==> src/hdl/dllm_pkg.sv <==
// ----------------------------------------------------------------------------
// dllm_pkg
// Shared types and constants of the doubly linked list manager: command and
// status codes, sequencer states, field widths and the result record.
// ----------------------------------------------------------------------------
package dllm_pkg;

	localparam int CAPACITY_DEF = 64;

	localparam int CMD_W    = 3;
	localparam int POS_W    = 7;
	localparam int ITEM_W   = 32;
	localparam int COUNT_W  = 7;
	localparam int STATUS_W = 2;

	localparam int S_TDATA_W = ((POS_W + ITEM_W + 7) / 8) * 8;
	localparam int M_FIELD_W = ITEM_W + COUNT_W + STATUS_W;
	localparam int M_TDATA_W = ((M_FIELD_W + 7) / 8) * 8;

	typedef enum logic [CMD_W-1:0] {
		CMD_ADD_HEAD  = 3'd0,
		CMD_ADD_TAIL  = 3'd1,
		CMD_TAKE_HEAD = 3'd2,
		CMD_TAKE_TAIL = 3'd3,
		CMD_INSERT    = 3'd4,
		CMD_REMOVE    = 3'd5,
		CMD_LIST_FWD  = 3'd6,
		CMD_LIST_BWD  = 3'd7
	} cmd_t;

	typedef enum logic [STATUS_W-1:0] {
		ST_DONE    = 2'd0,
		ST_IGNORED = 2'd1,
		ST_FULL    = 2'd2
	} status_t;

	typedef enum logic [3:0] {
		S_IDLE,
		S_ALLOC,
		S_ALLOC_RD,
		S_LINK_A,
		S_LINK_B,
		S_WALK,
		S_WALK_STEP,
		S_AT_RD,
		S_AT_DATA,
		S_UNLINK_A,
		S_UNLINK_B,
		S_LIST_RD,
		S_LIST_EMIT,
		S_DONE
	} state_t;

	typedef struct packed {
		logic [ITEM_W-1:0]   item_out;
		logic                has_item;
		logic                last;
		logic [COUNT_W-1:0]  count;
		logic [STATUS_W-1:0] status;
	} result_t;

endpackage

==> src/hdl/dllm_ram.sv <==
// ----------------------------------------------------------------------------
// dllm_ram
// Generic single-write, single-read RAM with a registered read port.
// ----------------------------------------------------------------------------
module dllm_ram #(
	parameter int WIDTH = 32,
	parameter int DEPTH = 64
) (
	input  logic                     clk,
	input  logic                     we,
	input  logic [$clog2(DEPTH)-1:0] waddr,
	input  logic [WIDTH-1:0]         wdata,
	input  logic                     re,
	input  logic [$clog2(DEPTH)-1:0] raddr,
	output logic [WIDTH-1:0]         rdata
);

	logic [WIDTH-1:0] mem [DEPTH];

	always_ff @(posedge clk) begin
		if (we) begin
			mem[waddr] <= wdata;
		end
		if (re) begin
			rdata <= mem[raddr];
		end
	end

endmodule

==> src/hdl/dllm_out.sv <==
// ----------------------------------------------------------------------------
// dllm_out
// Result register in front of the master stream port. Holds one result until
// the downstream side takes it and reports when the slot can be loaded.
// ----------------------------------------------------------------------------
module dllm_out (
	input  logic                               clk,
	input  logic                               arst_n,
	input  logic                               load,
	input  dllm_pkg::result_t                  res,
	output logic                               slot_free,
	output logic                               m_tvalid,
	input  logic                               m_tready,
	// m_tdata: item_out[31:0], count[38:32], status[40:39], zero pad
	output logic [dllm_pkg::M_TDATA_W-1:0]     m_tdata,
	// m_tuser: has_item
	output logic                               m_tuser,
	output logic                               m_tlast
);

	localparam int PAD_W = dllm_pkg::M_TDATA_W - dllm_pkg::M_FIELD_W;

	logic              valid_q;
	dllm_pkg::result_t res_q;

	assign slot_free = !valid_q || m_tready;

	always_ff @(posedge clk or negedge arst_n) begin
		if (!arst_n) begin
			valid_q <= 1'b0;
		end else if (load) begin
			valid_q <= 1'b1;
		end else if (m_tready) begin
			valid_q <= 1'b0;
		end
	end

	always_ff @(posedge clk) begin
		if (load) begin
			res_q <= res;
		end
	end

	assign m_tvalid = valid_q;
	assign m_tdata  = {{PAD_W{1'b0}}, res_q.status, res_q.count, res_q.item_out};
	assign m_tuser  = res_q.has_item;
	assign m_tlast  = res_q.last;

endmodule

==> src/hdl/doubly_linked_list_manager.sv <==
// ----------------------------------------------------------------------------
// doubly_linked_list_manager
// Ordered list of signed 32-bit values in a node store with forward and
// backward links, driven by push, pop, insert, remove and listing commands.
// ----------------------------------------------------------------------------
// One command is taken at a time; s_tready is high only while the sequencer
// is idle. Every step goes through the registered read port of the node
// RAMs, one access a cycle. A push allocates a node, reading the free
// chain first when a removed node is reused, and links it in; a pop
// unlinks an end node; insert and remove walk forward links from the head
// to the position first; a listing reads its elements in turn; a refused
// or ignored command or an empty listing goes to its result. A result that
// finds the output register still occupied holds the sequencer until the
// downstream side takes it. Each command gives one result, except a listing
// of a non-empty list, which gives one result per element with tlast on the
// final one. Results wait in an output register, so the next command is
// taken while a result is still pending. No clearing pass runs after reset:
// never-used nodes are handed out from a fill counter, and removed nodes are
// kept on a free chain that is drawn from first.
module doubly_linked_list_manager #(
	parameter int CAPACITY = dllm_pkg::CAPACITY_DEF
) (
	input  logic                           clk,
	input  logic                           arst_n,
	input  logic                           s_tvalid,
	output logic                           s_tready,
	// s_tdata: position[6:0], item_in[38:7], zero pad
	input  logic [dllm_pkg::S_TDATA_W-1:0] s_tdata,
	// s_tuser: command
	input  logic [dllm_pkg::CMD_W-1:0]     s_tuser,
	output logic                           m_tvalid,
	input  logic                           m_tready,
	// m_tdata: item_out[31:0], count[38:32], status[40:39], zero pad
	output logic [dllm_pkg::M_TDATA_W-1:0] m_tdata,
	// m_tuser: has_item
	output logic                           m_tuser,
	output logic                           m_tlast
);

	localparam int LW = $clog2(CAPACITY + 1);
	localparam int AW = $clog2(CAPACITY);
	localparam int PW = dllm_pkg::POS_W;
	localparam int IW = dllm_pkg::ITEM_W;
	localparam int CW = (LW > PW) ? LW : PW;
	localparam logic [LW-1:0] NULL_LINK = LW'(CAPACITY);
	localparam logic [LW-1:0] LINK_ONE  = LW'(1);
	localparam logic [PW-1:0] IDX_ONE   = PW'(1);

	function automatic logic is_node(input logic [LW-1:0] n);
		return n < NULL_LINK;
	endfunction

	// input fields
	dllm_pkg::cmd_t  cmd_in;
	logic [PW-1:0]   pos_in;
	logic [IW-1:0]   item_in;

	assign cmd_in  = dllm_pkg::cmd_t'(s_tuser);
	assign pos_in  = s_tdata[PW-1:0];
	assign item_in = s_tdata[PW+IW-1:PW];

	dllm_pkg::state_t  state_q, state_d;
	dllm_pkg::cmd_t    cmd_q, cmd_d;
	dllm_pkg::status_t st_q, st_d;
	logic [PW-1:0]     idx_q, idx_d;
	logic [IW-1:0]     val_q, val_d;
	logic [LW-1:0]     cur_q, cur_d;
	logic [LW-1:0]     at_q, at_d;
	logic [LW-1:0]     before_q, before_d;
	logic [LW-1:0]     new_q, new_d;
	logic [LW-1:0]     head_q, head_d;
	logic [LW-1:0]     tail_q, tail_d;
	logic [LW-1:0]     rfree_q, rfree_d;
	logic [LW-1:0]     fresh_q, fresh_d;
	logic [LW-1:0]     count_q, count_d;

	logic              full;
	logic [LW-1:0]     list_link;

	// node RAM ports, one read address shared by all three
	logic              rd_en;
	logic [AW-1:0]     rd_addr;
	logic              val_we;
	logic [AW-1:0]     val_waddr;
	logic [IW-1:0]     val_wdata;
	logic [IW-1:0]     val_rdata;
	logic              nxt_we;
	logic [AW-1:0]     nxt_waddr;
	logic [LW-1:0]     nxt_wdata;
	logic [LW-1:0]     nxt_rdata;
	logic              prv_we;
	logic [AW-1:0]     prv_waddr;
	logic [LW-1:0]     prv_wdata;
	logic [LW-1:0]     prv_rdata;

	logic              res_load;
	logic              slot_free;
	dllm_pkg::result_t res;

	assign full      = count_q >= NULL_LINK;
	assign list_link = (cmd_q == dllm_pkg::CMD_LIST_FWD) ? nxt_rdata : prv_rdata;
	assign s_tready  = (state_q == dllm_pkg::S_IDLE);

	always_comb begin
		state_d   = state_q;
		cmd_d     = cmd_q;
		st_d      = st_q;
		idx_d     = idx_q;
		val_d     = val_q;
		cur_d     = cur_q;
		at_d      = at_q;
		before_d  = before_q;
		new_d     = new_q;
		head_d    = head_q;
		tail_d    = tail_q;
		rfree_d   = rfree_q;
		fresh_d   = fresh_q;
		count_d   = count_q;
		rd_en     = 1'b0;
		rd_addr   = cur_q[AW-1:0];
		val_we    = 1'b0;
		val_waddr = new_q[AW-1:0];
		val_wdata = val_q;
		nxt_we    = 1'b0;
		nxt_waddr = new_q[AW-1:0];
		nxt_wdata = at_q;
		prv_we    = 1'b0;
		prv_waddr = new_q[AW-1:0];
		prv_wdata = before_q;
		res_load  = 1'b0;
		res       = '0;
		res.count = dllm_pkg::COUNT_W'(count_q);

		case (state_q)
			dllm_pkg::S_IDLE: begin
				if (s_tvalid) begin
					cmd_d = cmd_in;
					idx_d = pos_in;
					val_d = item_in;
					cur_d = head_q;
					st_d  = dllm_pkg::ST_DONE;
					case (cmd_in)
						dllm_pkg::CMD_ADD_HEAD, dllm_pkg::CMD_ADD_TAIL: begin
							if (full) begin
								st_d    = dllm_pkg::ST_FULL;
								state_d = dllm_pkg::S_DONE;
							end else begin
								at_d     = (cmd_in == dllm_pkg::CMD_ADD_HEAD) ?
									head_q : NULL_LINK;
								before_d = (cmd_in == dllm_pkg::CMD_ADD_HEAD) ?
									NULL_LINK : tail_q;
								state_d  = dllm_pkg::S_ALLOC;
							end
						end
						dllm_pkg::CMD_TAKE_HEAD, dllm_pkg::CMD_TAKE_TAIL: begin
							cur_d = (cmd_in == dllm_pkg::CMD_TAKE_HEAD) ? head_q : tail_q;
							if (!is_node(cur_d)) begin
								st_d    = dllm_pkg::ST_IGNORED;
								state_d = dllm_pkg::S_DONE;
							end else begin
								state_d = dllm_pkg::S_AT_RD;
							end
						end
						dllm_pkg::CMD_INSERT: begin
							if (CW'(pos_in) > CW'(count_q)) begin
								st_d    = dllm_pkg::ST_IGNORED;
								state_d = dllm_pkg::S_DONE;
							end else if (full) begin
								st_d    = dllm_pkg::ST_FULL;
								state_d = dllm_pkg::S_DONE;
							end else begin
								state_d = dllm_pkg::S_WALK;
							end
						end
						dllm_pkg::CMD_REMOVE: begin
							if (CW'(pos_in) >= CW'(count_q)) begin
								st_d    = dllm_pkg::ST_IGNORED;
								state_d = dllm_pkg::S_DONE;
							end else begin
								state_d = dllm_pkg::S_WALK;
							end
						end
						default: begin
							// listing: start at either end
							cur_d = (cmd_in == dllm_pkg::CMD_LIST_FWD) ? head_q : tail_q;
							state_d = is_node(cur_d) ? dllm_pkg::S_LIST_RD : dllm_pkg::S_DONE;
						end
					endcase
				end
			end

			dllm_pkg::S_ALLOC: begin
				if (is_node(rfree_q)) begin
					// reuse a removed node and advance the free chain
					new_d   = rfree_q;
					rd_en   = 1'b1;
					rd_addr = rfree_q[AW-1:0];
					state_d = dllm_pkg::S_ALLOC_RD;
				end else begin
					new_d   = fresh_q;
					fresh_d = fresh_q + LINK_ONE;
					state_d = dllm_pkg::S_LINK_A;
				end
			end

			dllm_pkg::S_ALLOC_RD: begin
				rfree_d = nxt_rdata;
				state_d = dllm_pkg::S_LINK_A;
			end

			dllm_pkg::S_LINK_A: begin
				val_we  = 1'b1;
				nxt_we  = 1'b1;
				prv_we  = 1'b1;
				state_d = dllm_pkg::S_LINK_B;
			end

			dllm_pkg::S_LINK_B: begin
				if (is_node(before_q)) begin
					nxt_we    = 1'b1;
					nxt_waddr = before_q[AW-1:0];
					nxt_wdata = new_q;
				end else begin
					head_d = new_q;
				end
				if (is_node(at_q)) begin
					prv_we    = 1'b1;
					prv_waddr = at_q[AW-1:0];
					prv_wdata = new_q;
				end else begin
					tail_d = new_q;
				end
				count_d = count_q + LINK_ONE;
				state_d = dllm_pkg::S_DONE;
			end

			dllm_pkg::S_WALK: begin
				if (idx_q == '0) begin
					state_d = dllm_pkg::S_AT_RD;
				end else begin
					rd_en   = 1'b1;
					state_d = dllm_pkg::S_WALK_STEP;
				end
			end

			dllm_pkg::S_WALK_STEP: begin
				// follow one forward link per cycle
				cur_d = nxt_rdata;
				idx_d = idx_q - IDX_ONE;
				if (idx_q == IDX_ONE) begin
					state_d = dllm_pkg::S_AT_RD;
				end else begin
					rd_en   = 1'b1;
					rd_addr = nxt_rdata[AW-1:0];
				end
			end

			dllm_pkg::S_AT_RD: begin
				rd_en   = is_node(cur_q);
				state_d = (cmd_q == dllm_pkg::CMD_INSERT) ? dllm_pkg::S_AT_DATA :
					dllm_pkg::S_UNLINK_A;
			end

			dllm_pkg::S_AT_DATA: begin
				at_d     = cur_q;
				before_d = is_node(cur_q) ? prv_rdata : tail_q;
				state_d  = dllm_pkg::S_ALLOC;
			end

			dllm_pkg::S_UNLINK_A: begin
				// bridge the neighbors of the node at cur_q
				if (is_node(prv_rdata)) begin
					nxt_we    = 1'b1;
					nxt_waddr = prv_rdata[AW-1:0];
					nxt_wdata = nxt_rdata;
				end else begin
					head_d = nxt_rdata;
				end
				if (is_node(nxt_rdata)) begin
					prv_we    = 1'b1;
					prv_waddr = nxt_rdata[AW-1:0];
					prv_wdata = prv_rdata;
				end else begin
					tail_d = prv_rdata;
				end
				state_d = dllm_pkg::S_UNLINK_B;
			end

			dllm_pkg::S_UNLINK_B: begin
				nxt_we    = 1'b1;
				nxt_waddr = cur_q[AW-1:0];
				nxt_wdata = rfree_q;
				rfree_d   = cur_q;
				count_d   = count_q - LINK_ONE;
				state_d   = dllm_pkg::S_DONE;
			end

			dllm_pkg::S_LIST_RD: begin
				rd_en   = 1'b1;
				state_d = dllm_pkg::S_LIST_EMIT;
			end

			dllm_pkg::S_LIST_EMIT: begin
				if (slot_free) begin
					res_load     = 1'b1;
					res.item_out = val_rdata;
					res.has_item = 1'b1;
					res.last     = !is_node(list_link);
					res.status   = dllm_pkg::ST_DONE;
					if (!is_node(list_link)) begin
						state_d = dllm_pkg::S_IDLE;
					end else begin
						cur_d   = list_link;
						rd_en   = 1'b1;
						rd_addr = list_link[AW-1:0];
					end
				end
			end

			dllm_pkg::S_DONE: begin
				if (slot_free) begin
					res_load   = 1'b1;
					res.last   = 1'b1;
					res.status = st_q;
					state_d    = dllm_pkg::S_IDLE;
				end
			end

			default: begin
				state_d = dllm_pkg::S_IDLE;
			end
		endcase
	end

	always_ff @(posedge clk or negedge arst_n) begin
		if (!arst_n) begin
			state_q <= dllm_pkg::S_IDLE;
		end else begin
			state_q <= state_d;
		end
	end

	always_ff @(posedge clk or negedge arst_n) begin
		if (!arst_n) begin
			head_q  <= NULL_LINK;
			tail_q  <= NULL_LINK;
			rfree_q <= NULL_LINK;
			fresh_q <= '0;
			count_q <= '0;
		end else begin
			head_q  <= head_d;
			tail_q  <= tail_d;
			rfree_q <= rfree_d;
			fresh_q <= fresh_d;
			count_q <= count_d;
		end
	end

	always_ff @(posedge clk) begin
		cmd_q    <= cmd_d;
		st_q     <= st_d;
		idx_q    <= idx_d;
		val_q    <= val_d;
		cur_q    <= cur_d;
		at_q     <= at_d;
		before_q <= before_d;
		new_q    <= new_d;
	end

	dllm_ram #(
		.WIDTH (IW),
		.DEPTH (CAPACITY)
	) u_value_ram (
		.clk   (clk),
		.we    (val_we),
		.waddr (val_waddr),
		.wdata (val_wdata),
		.re    (rd_en),
		.raddr (rd_addr),
		.rdata (val_rdata)
	);

	dllm_ram #(
		.WIDTH (LW),
		.DEPTH (CAPACITY)
	) u_next_ram (
		.clk   (clk),
		.we    (nxt_we),
		.waddr (nxt_waddr),
		.wdata (nxt_wdata),
		.re    (rd_en),
		.raddr (rd_addr),
		.rdata (nxt_rdata)
	);

	dllm_ram #(
		.WIDTH (LW),
		.DEPTH (CAPACITY)
	) u_prev_ram (
		.clk   (clk),
		.we    (prv_we),
		.waddr (prv_waddr),
		.wdata (prv_wdata),
		.re    (rd_en),
		.raddr (rd_addr),
		.rdata (prv_rdata)
	);

	dllm_out u_out (
		.clk       (clk),
		.arst_n    (arst_n),
		.load      (res_load),
		.res       (res),
		.slot_free (slot_free),
		.m_tvalid  (m_tvalid),
		.m_tready  (m_tready),
		.m_tdata   (m_tdata),
		.m_tuser   (m_tuser),
		.m_tlast   (m_tlast)
	);

	a_count_range: assert property (@(posedge clk) disable iff (!arst_n)
		count_q <= NULL_LINK)
		else $error("element count above capacity");

	a_head_empty: assert property (@(posedge clk) disable iff (!arst_n)
		state_q == dllm_pkg::S_IDLE |-> ((count_q == '0) == !is_node(head_q)))
		else $error("head link disagrees with element count");

	a_tail_empty: assert property (@(posedge clk) disable iff (!arst_n)
		state_q == dllm_pkg::S_IDLE |-> ((count_q == '0) == !is_node(tail_q)))
		else $error("tail link disagrees with element count");

	a_fresh_match: assert property (@(posedge clk) disable iff (!arst_n)
		(state_q == dllm_pkg::S_IDLE && !is_node(rfree_q)) |-> (fresh_q == count_q))
		else $error("node accounting lost a node");

	a_load_free: assert property (@(posedge clk) disable iff (!arst_n)
		res_load |-> slot_free)
		else $error("result loaded over a pending result");

endmodule
==> config.mk <==
export PLATFORM = sky130hd
export DESIGN_NAME = doubly_linked_list_manager
export DESIGN_NICKNAME = d
export VERILOG_FILES = /design/src/hdl/dllm_pkg.sv /design/src/hdl/dllm_ram.sv /design/src/hdl/dllm_out.sv /design/src/hdl/doubly_linked_list_manager.sv
export SDC_FILE = /design/constraint.sdc
export NUM_CORES = 2
export LEC_CHECK = 0
export ABC_AREA = 1
export BUFFER_PORTS_ARGS = -buffer_cell sky130_fd_sc_hd__buf_2
export CAP_MARGIN = 20
export CELL_PAD_IN_SITES_DETAIL_PLACEMENT = 1
export CELL_PAD_IN_SITES_GLOBAL_PLACEMENT = 1
export CORE_ASPECT_RATIO = 1.5
export CORE_MARGIN = 2
export CORE_UTILIZATION = 45
export DETAILED_ROUTE_END_ITERATION = 12
export PLACE_DENSITY_LB_ADDON = 0.1
export SYNTH_ARGS = -nofsm -noshare
export SYNTH_HDL_FRONTEND = slang
export SYNTH_HIERARCHICAL = 1
export SYNTH_SLANG_ARGS = --single-unit
==> constraint.sdc <==
create_clock -name clk -period 6.3 [get_ports clk]
set_input_delay 0.63 -clock clk [delete_from_list [all_inputs] [get_ports clk]]
set_output_delay 0.63 -clock clk [all_outputs]
set_load 0.1 [all_outputs]
## After elaboration in Yosys (flattened, before gate mapping)

Memories as Yosys holds them, arrays and structs flattened. A register that Yosys moved wholly into a read port is not among the register bits.
Cells that the tools add are included.
Widths: inputs -> output; s select.

- $lt $le $gt $ge: 12
- Reductions and logical operators: 29
- Bitwise operators: 1
- Equality and inequality tests: 34
- Mux-type cells: 93
- Add/subtract/negate cells: 4

Operators by type and width:

| cell | number |
|---|---|
| $mux 7 | 25 |
| $pmux 7 s2 | 9 |
| $lt 7x7->1 const B | 9 |
| $pmux 4 s13 | 1 |
| $mux 6 | 8 |
| $pmux 7 s3 | 2 |
| $mux 4 | 10 |
| $pmux 6 s3 | 2 |
| $mux 1 | 25 |
| $eq 4x4->1 const B | 6 |
| $ne 2x2->1 const B | 11 |
| $eq 4x3->1 const B | 4 |
| $pmux 4 s4 | 1 |
| $eq 3x3->1 const B | 5 |
| $add 7x1->7 const B | 2 |
| $sub 7x1->7 const B | 2 |
| $pmux 6 s2 | 1 |
| $reduce_bool 2->1 | 6 |
| $reduce_and 2->1 | 5 |
| $reduce_or 2->1 | 5 |
| $eq 4x2->1 const B | 2 |
| $pmux 2 s4 | 1 |
| $reduce_and 4->1 | 2 |
| $eq 7x1->1 const B | 1 |
| other kinds (22) | 28 |

- Memories: 3
- Register bits after elaboration: 155
- Word-level logic and storage cells: 196
- Bits in writable memories: 2944
- Input port bits: 47
- Output and inout port bits: 52

Memory list:

| memory | words | width | rd ports | clocked after memory_dff | wr ports | RTL line | text |
|---|---|---|---|---|---|---|---|
| u_value_ram.mem | 64 | 32 | 1 | 1 | 1 | dllm_ram.sv:18 | `logic [WIDTH-1:0] mem [DEPTH];` |
| u_next_ram.mem | 64 | 7 | 1 | 1 | 1 | dllm_ram.sv:18 |  |
| u_prev_ram.mem | 64 | 7 | 1 | 1 | 1 | dllm_ram.sv:18 |  |

## Depth between registers and ports, before layout

- Word-level depth: 7
- Gate-level depth with buffers: 23
- Depth with buffers taken out: 20

## Cells and area by module

The synthesis kept the hierarchy.

By module, submodules not included:

| module | instances | area an instance (µm²) | seq. area each (µm²) | cells an instance |
|---|---|---|---|---|
| dllm_ram at u_value_ram | 1 | 83058.4 | 62459.9 | 6769 |
| dllm_ram at u_next_ram | 1 | 18661.6 | 13663.1 | 1607 |
| dllm_ram at u_prev_ram | 1 | 18615.4 | 13663.1 | 1590 |
| doubly_linked_list_manager | 1 | 6712.7 | 3141.8 | 813 |
| dllm_out | 1 | 1392.6 | 1316.3 | 56 |

## Worst setup path before layout

OpenSTA, ideal clock, no wires.

- Path type: register -> register
- From: register state_q[3]
- To: register at_q[0], enable pin
- Buffers on the path: 1
- Cell stages (with the launch flop): 9
- Period minus slack after synthesis: 5625 ps
- Setup time: 407 ps
- Arrival time: 5218 ps
- Required time: 5893 ps
- Slack: 675 ps
- Cells stage by stage: dfrtp_1 > buf_6 > inv_4 > nand2_2 > nor2_1 > inv_1 > nor2_1 > inv_1 > a21boi_0

- Word-level cells in the longest chain between the ends: 3
- Elaborated cells between the ends (all ways): 7
- Classes of those cells: 4 x eq/ne; 3 x reduce/logical

RTL lines:

| item | RTL line | text |
|---|---|---|
| from (decl) | doubly_linked_list_manager.sv:62 | `dllm_pkg::state_t state_q, state_d;` |
| from (signal assigned) | doubly_linked_list_manager.sv:337 | `state_q <= dllm_pkg::S_IDLE;` |
| from (signal assigned) | doubly_linked_list_manager.sv:339 | `state_q <= state_d;` |
| $logic_not 4->1 (*) | -- |  |
| via s_tready | doubly_linked_list_manager.sv:26 | `output logic s_tready,` |
| $ne 2x1->1 (no line), or another cell as far along | -- |  |
| $reduce_and 4->1 (no line) (*) | -- |  |
| to (signal assigned) | doubly_linked_list_manager.sv:365 | `at_q <= at_d;` |
| to (decl) | doubly_linked_list_manager.sv:68 | `logic [LW-1:0] at_q, at_d;` |

The timed path passes the listed nets; every way through them passes the cells marked *.
A chain may end at the register's enable or synchronous reset.

## Worst setup path in the final report

- From: register cmd_q[0]
- To: register u_value_ram.rdata[24] (read register of u_value_ram.mem), data pin

- Word-level cells in the longest chain between the ends: 6
- Elaborated cells between the ends (all ways): 9
- Classes of those cells: 1 x order compare; 1 x eq/ne; 7 x mux

RTL lines:

| item | RTL line | text |
|---|---|---|
| from (decl) | doubly_linked_list_manager.sv:63 | `dllm_pkg::cmd_t cmd_q, cmd_d;` |
| from (signal assigned) | doubly_linked_list_manager.sv:360 | `cmd_q <= cmd_d;` |
| $eq 3x3->1 (*) | doubly_linked_list_manager.sv:101 | `assign list_link = (cmd_q == dllm_pkg::CMD_LIST_FWD) ? nxt_rdata : prv_rdata;` |
| $mux 7 (*) | doubly_linked_list_manager.sv:101 |  |
| $lt 7x7->1 | doubly_linked_list_manager.sv:50 | `return n < NULL_LINK;` |
| $mux 6 (*) | doubly_linked_list_manager.sv:310 | `if (!is_node(list_link)) begin` |
| $mux 6 (*) | doubly_linked_list_manager.sv:304 | `if (slot_free) begin` |
| $pmux 6 s3 (*) | doubly_linked_list_manager.sv:134 | `case (state_q)` |
| via rd_addr[0] | doubly_linked_list_manager.sv:82 | `logic [AW-1:0] rd_addr;` |
| to (decl) | dllm_ram.sv:15 | `output logic [WIDTH-1:0] rdata` |

Marked as above.

==> flow_metrics.tcl <==
set metrics [dict create \
    status "complete, no violations" \
    grt_pass1_vias 90939 \
    cp_data_arrival_time_ns 6.01 \
    hold_depth 3 \
    crit_family "simple AND/OR/NAND/NOR gates" \
    antenna_found_initial 3 \
    ys_ff_latch 3145 \
    cp-start-kind "register" \
    cts_root_buf "clkbuf_16" \
    layout-drive-gt1-share 0.0860 \
    start_util 0.452 \
    cp-end-kind "register" \
    grt.total_usage 0.282 \
    tightest_slew_ns 1.22 \
    r2r_start "cmd_q[0]" \
    cts_setup_buffers 0 \
    first_pass_iters 6 \
    coreArea_um2 284000 \
    fin_nets 10957 \
    synth_top_cell_area_share 0.726 \
    seq_area_um2 94200 \
    dieArea_um2 290000 \
    grt_pass1_wl_um 603000 \
    fin_crit_ns 5.25 \
    cts_max_level 5 \
    fin_util 0.507 \
    yosysTopAreaCell "edfxtp_1" \
    cp.depth 17 \
    setup_ws_ns 1.05 \
    wl_met2_um 218000 \
    ctsResizeCount 0 \
    holdPathEnd "idx_q[4]" \
    wl_met1_um 158000 \
    cap_violations 0 \
    cp_slowest_cell "buf_4" \
    critical_path.most_common_cell "nand3_1" \
    io_buffers 90 \
    rsz0062_at_grt "no" \
    syn2layout_area_growth_pct 12.2 \
    hold_start "s_tdata[4]" \
    setup_tns_ns 0 \
    final-setup-viol-count 0 \
    critPathKind "register to register" \
    met3_length_um 19300 \
    r2r_end "u_value_ram/rdata[24]" \
    syn_area_per_cell_um2 11.9 \
    yosysWarnings 6 \
    syn_area_um2 128000 \
    period_share 0.834 \
    syn_inst 10835 \
    maxSlewHeadroom 0.185 \
    hpwl_um 233000 \
    clkSlewWorstSetupHoldPaths_ns 0.06 \
    r2r_setup_slack_ns 1.05 \
    dp_slack_ns 1.22 \
    critical_path.cell_chain "inv_1 > nand3_1 > o21ai_1 > inv_1 > nor2_1 > nor3_2 > o21ai_4 > buf_12 > buf_4 > nand2_1 > nand3_1 > nand3_1 > nand3_1 > nand3_1 > nand2_1 > nand2_1 > nand2_1" \
    vias_per_cell 5.82 \
    fmax_mhz 190 \
    synthArstFlopShare 0.0127 \
    vias 86617 \
    gp_congestion 0.857 \
    fill_cells 29046 \
    hold_path_class "primary input to register" \
    placed_area_um2 134000 \
    synth_ff_type "edfxtp_1" \
    grt_max_degree 163 \
    num_rows 240 \
    powerDensity_nw_per_um2 595 \
    postRouteAntennaNets 0 \
    cts_inserted_buffers 314 \
    multi_input_area_um2 30900 \
    critPathMaxFanout 89 \
    die_width_um 440 \
    leakagePower_nw 51.3 \
    wire_per_inst_um 27.7 \
    synthTopCellsByArea "edfxtp_1 (73%), nand3_1 (11%), nand2_1 (10%)" \
    io_pins 99 \
    reg2reg_depth 17 \
    finalInstanceArea_um2 144000 \
    clock_path_buffers 4 \
    path_buf_inv 4 \
    overflow 0 \
    maxUsedRoutingLayer "met4" \
    routed_wl_um 413000 \
    slowest_delay_ns 0.87 \
    insertion_delay_ns 0.90 \
    drtIter0Drc 6864 \
    final_max_slew_viol_count 0 \
    holdBufCountCts 34 \
    synth_edf_count 3105 \
    cts_tree "yes" \
    ys_types 51 \
    hold_violations 0 \
    drc 0 \
    skew_ns 0.0499 \
    yosysMostFrequentCell "nand2_1" \
    synth_common_cells "nand2_1 (3568), edfxtp_1 (3105), nand3_1 (2698)" \
    numClockSinks 3145 \
    die_height_um 658 \
    crit_required_ns 7.05 \
    synth_seq_area_share 0.734 \
    ir_drop_uv 857 \
]
-- cell families (layout without fill, tap and decap cells) --
kind of cell	count (synthesis)	after routing	synth area share
muxes	4	4	0.000409
AOI/OAI and AO/OA	195	195	0.00942
buffers and inverters	835	1121	0.0320
other	1	11	0.0000292
adders and majority gates	16	16	0.00162
and+or+nand+nor	6628	6628	0.222
xor gates and xnor gates	11	11	0.000750
DFF	3145	3145	0.734
-- power by group --
part / internal, mW / switching (mW) / total [mW]
logic: 10.4 / 30.8 / 41.2
registers: 25.4 / 0.467 / 25.9
clock network: 10.7 / 7.98 / 18.7
-- area by class of cell --
type                    count  share of cell area
clock buffers             394              0.0587
flip-flops and latches   3145               0.654
well taps                3751              0.0326
multi-input cells        6861               0.214
inverters                 157             0.00445
repair buffers            415              0.0255
clock inverters           155              0.0106
diodes                      4           0.0000694
-- registers in the layout, indices dropped and copies added (netlist names), 2 cells and up --
signal	cells
u_prev_ram/mem	448
st_q	2
idx_q	7
new_q	7
state_q	4
u_out/m_tdata	41
cur_q	7
cmd_q	3
tail_q	7
fresh_q	7
head_q	7
count_q	7
u_value_ram/mem	2048
at_q	7
u_next_ram/mem	448
u_next_ram/rdata	7
before_q	7
rfree_q	7
u_value_ram/rdata	32
val_q	32
u_prev_ram/rdata	7
-- routing by layer --
layer	up-vias	GRT usage
li1	38455	-
met1	44956	0.339
met2	2435	0.511
met3	771	0.0309
met4	0	0.114
met5	-	0
-- layout by cell type (no fill, tap or decap), types with 15 or more instances in the layout --
cell,n
a21oi_1,33
buf_12,56
buf_2,93
buf_4,230
bufinv_16,29
clkbuf_1,62
clkbuf_16,325
clkinv_1,58
clkinv_2,56
dfrtp_1,37
dlygate4sd3_1,34
edfxtp_1,3105
ha_1,15
inv_1,131
nand2_1,3565
nand3_1,2698
nand4_1,20
nor2_1,216
nor2_4,63
nor3_1,21
o21ai_0,70
-- how the worst max path moves through the flow --
stage          startpoint               endpoint  slack [ns]
5_1_grt          cmd_q[0]    u_next_ram/rdata[3]        0.72
2_1_floorplan  state_q[3]                at_q[0]        0.68
3_3_place_gp   state_q[3]    u_next_ram/rdata[1]        1.27
6_report         cmd_q[0]  u_value_ram/rdata[24]        1.05
4_1_cts          cmd_q[0]  u_value_ram/rdata[24]        1.19
3_5_place_dp   state_q[3]    u_next_ram/rdata[2]        1.22
-- worst min-delay path: stages --
cell and delay (ns):
buf_2 0.10, nand2_1 0.05, o21ai_0 0.06
-- metrics by stage --
step	total power, mW	cells	hold slack [ns]
after floorplan	52.7	10841	0.334
after global placement	66.6	14290	0.460
after detailed placement	67.7	14294	0.474
after CTS	86.5	14877	0.00612
after global routing	90.8	14879	0.0302
final	85.8	14882	0.0627
Power figures use the tool's default switching activity.
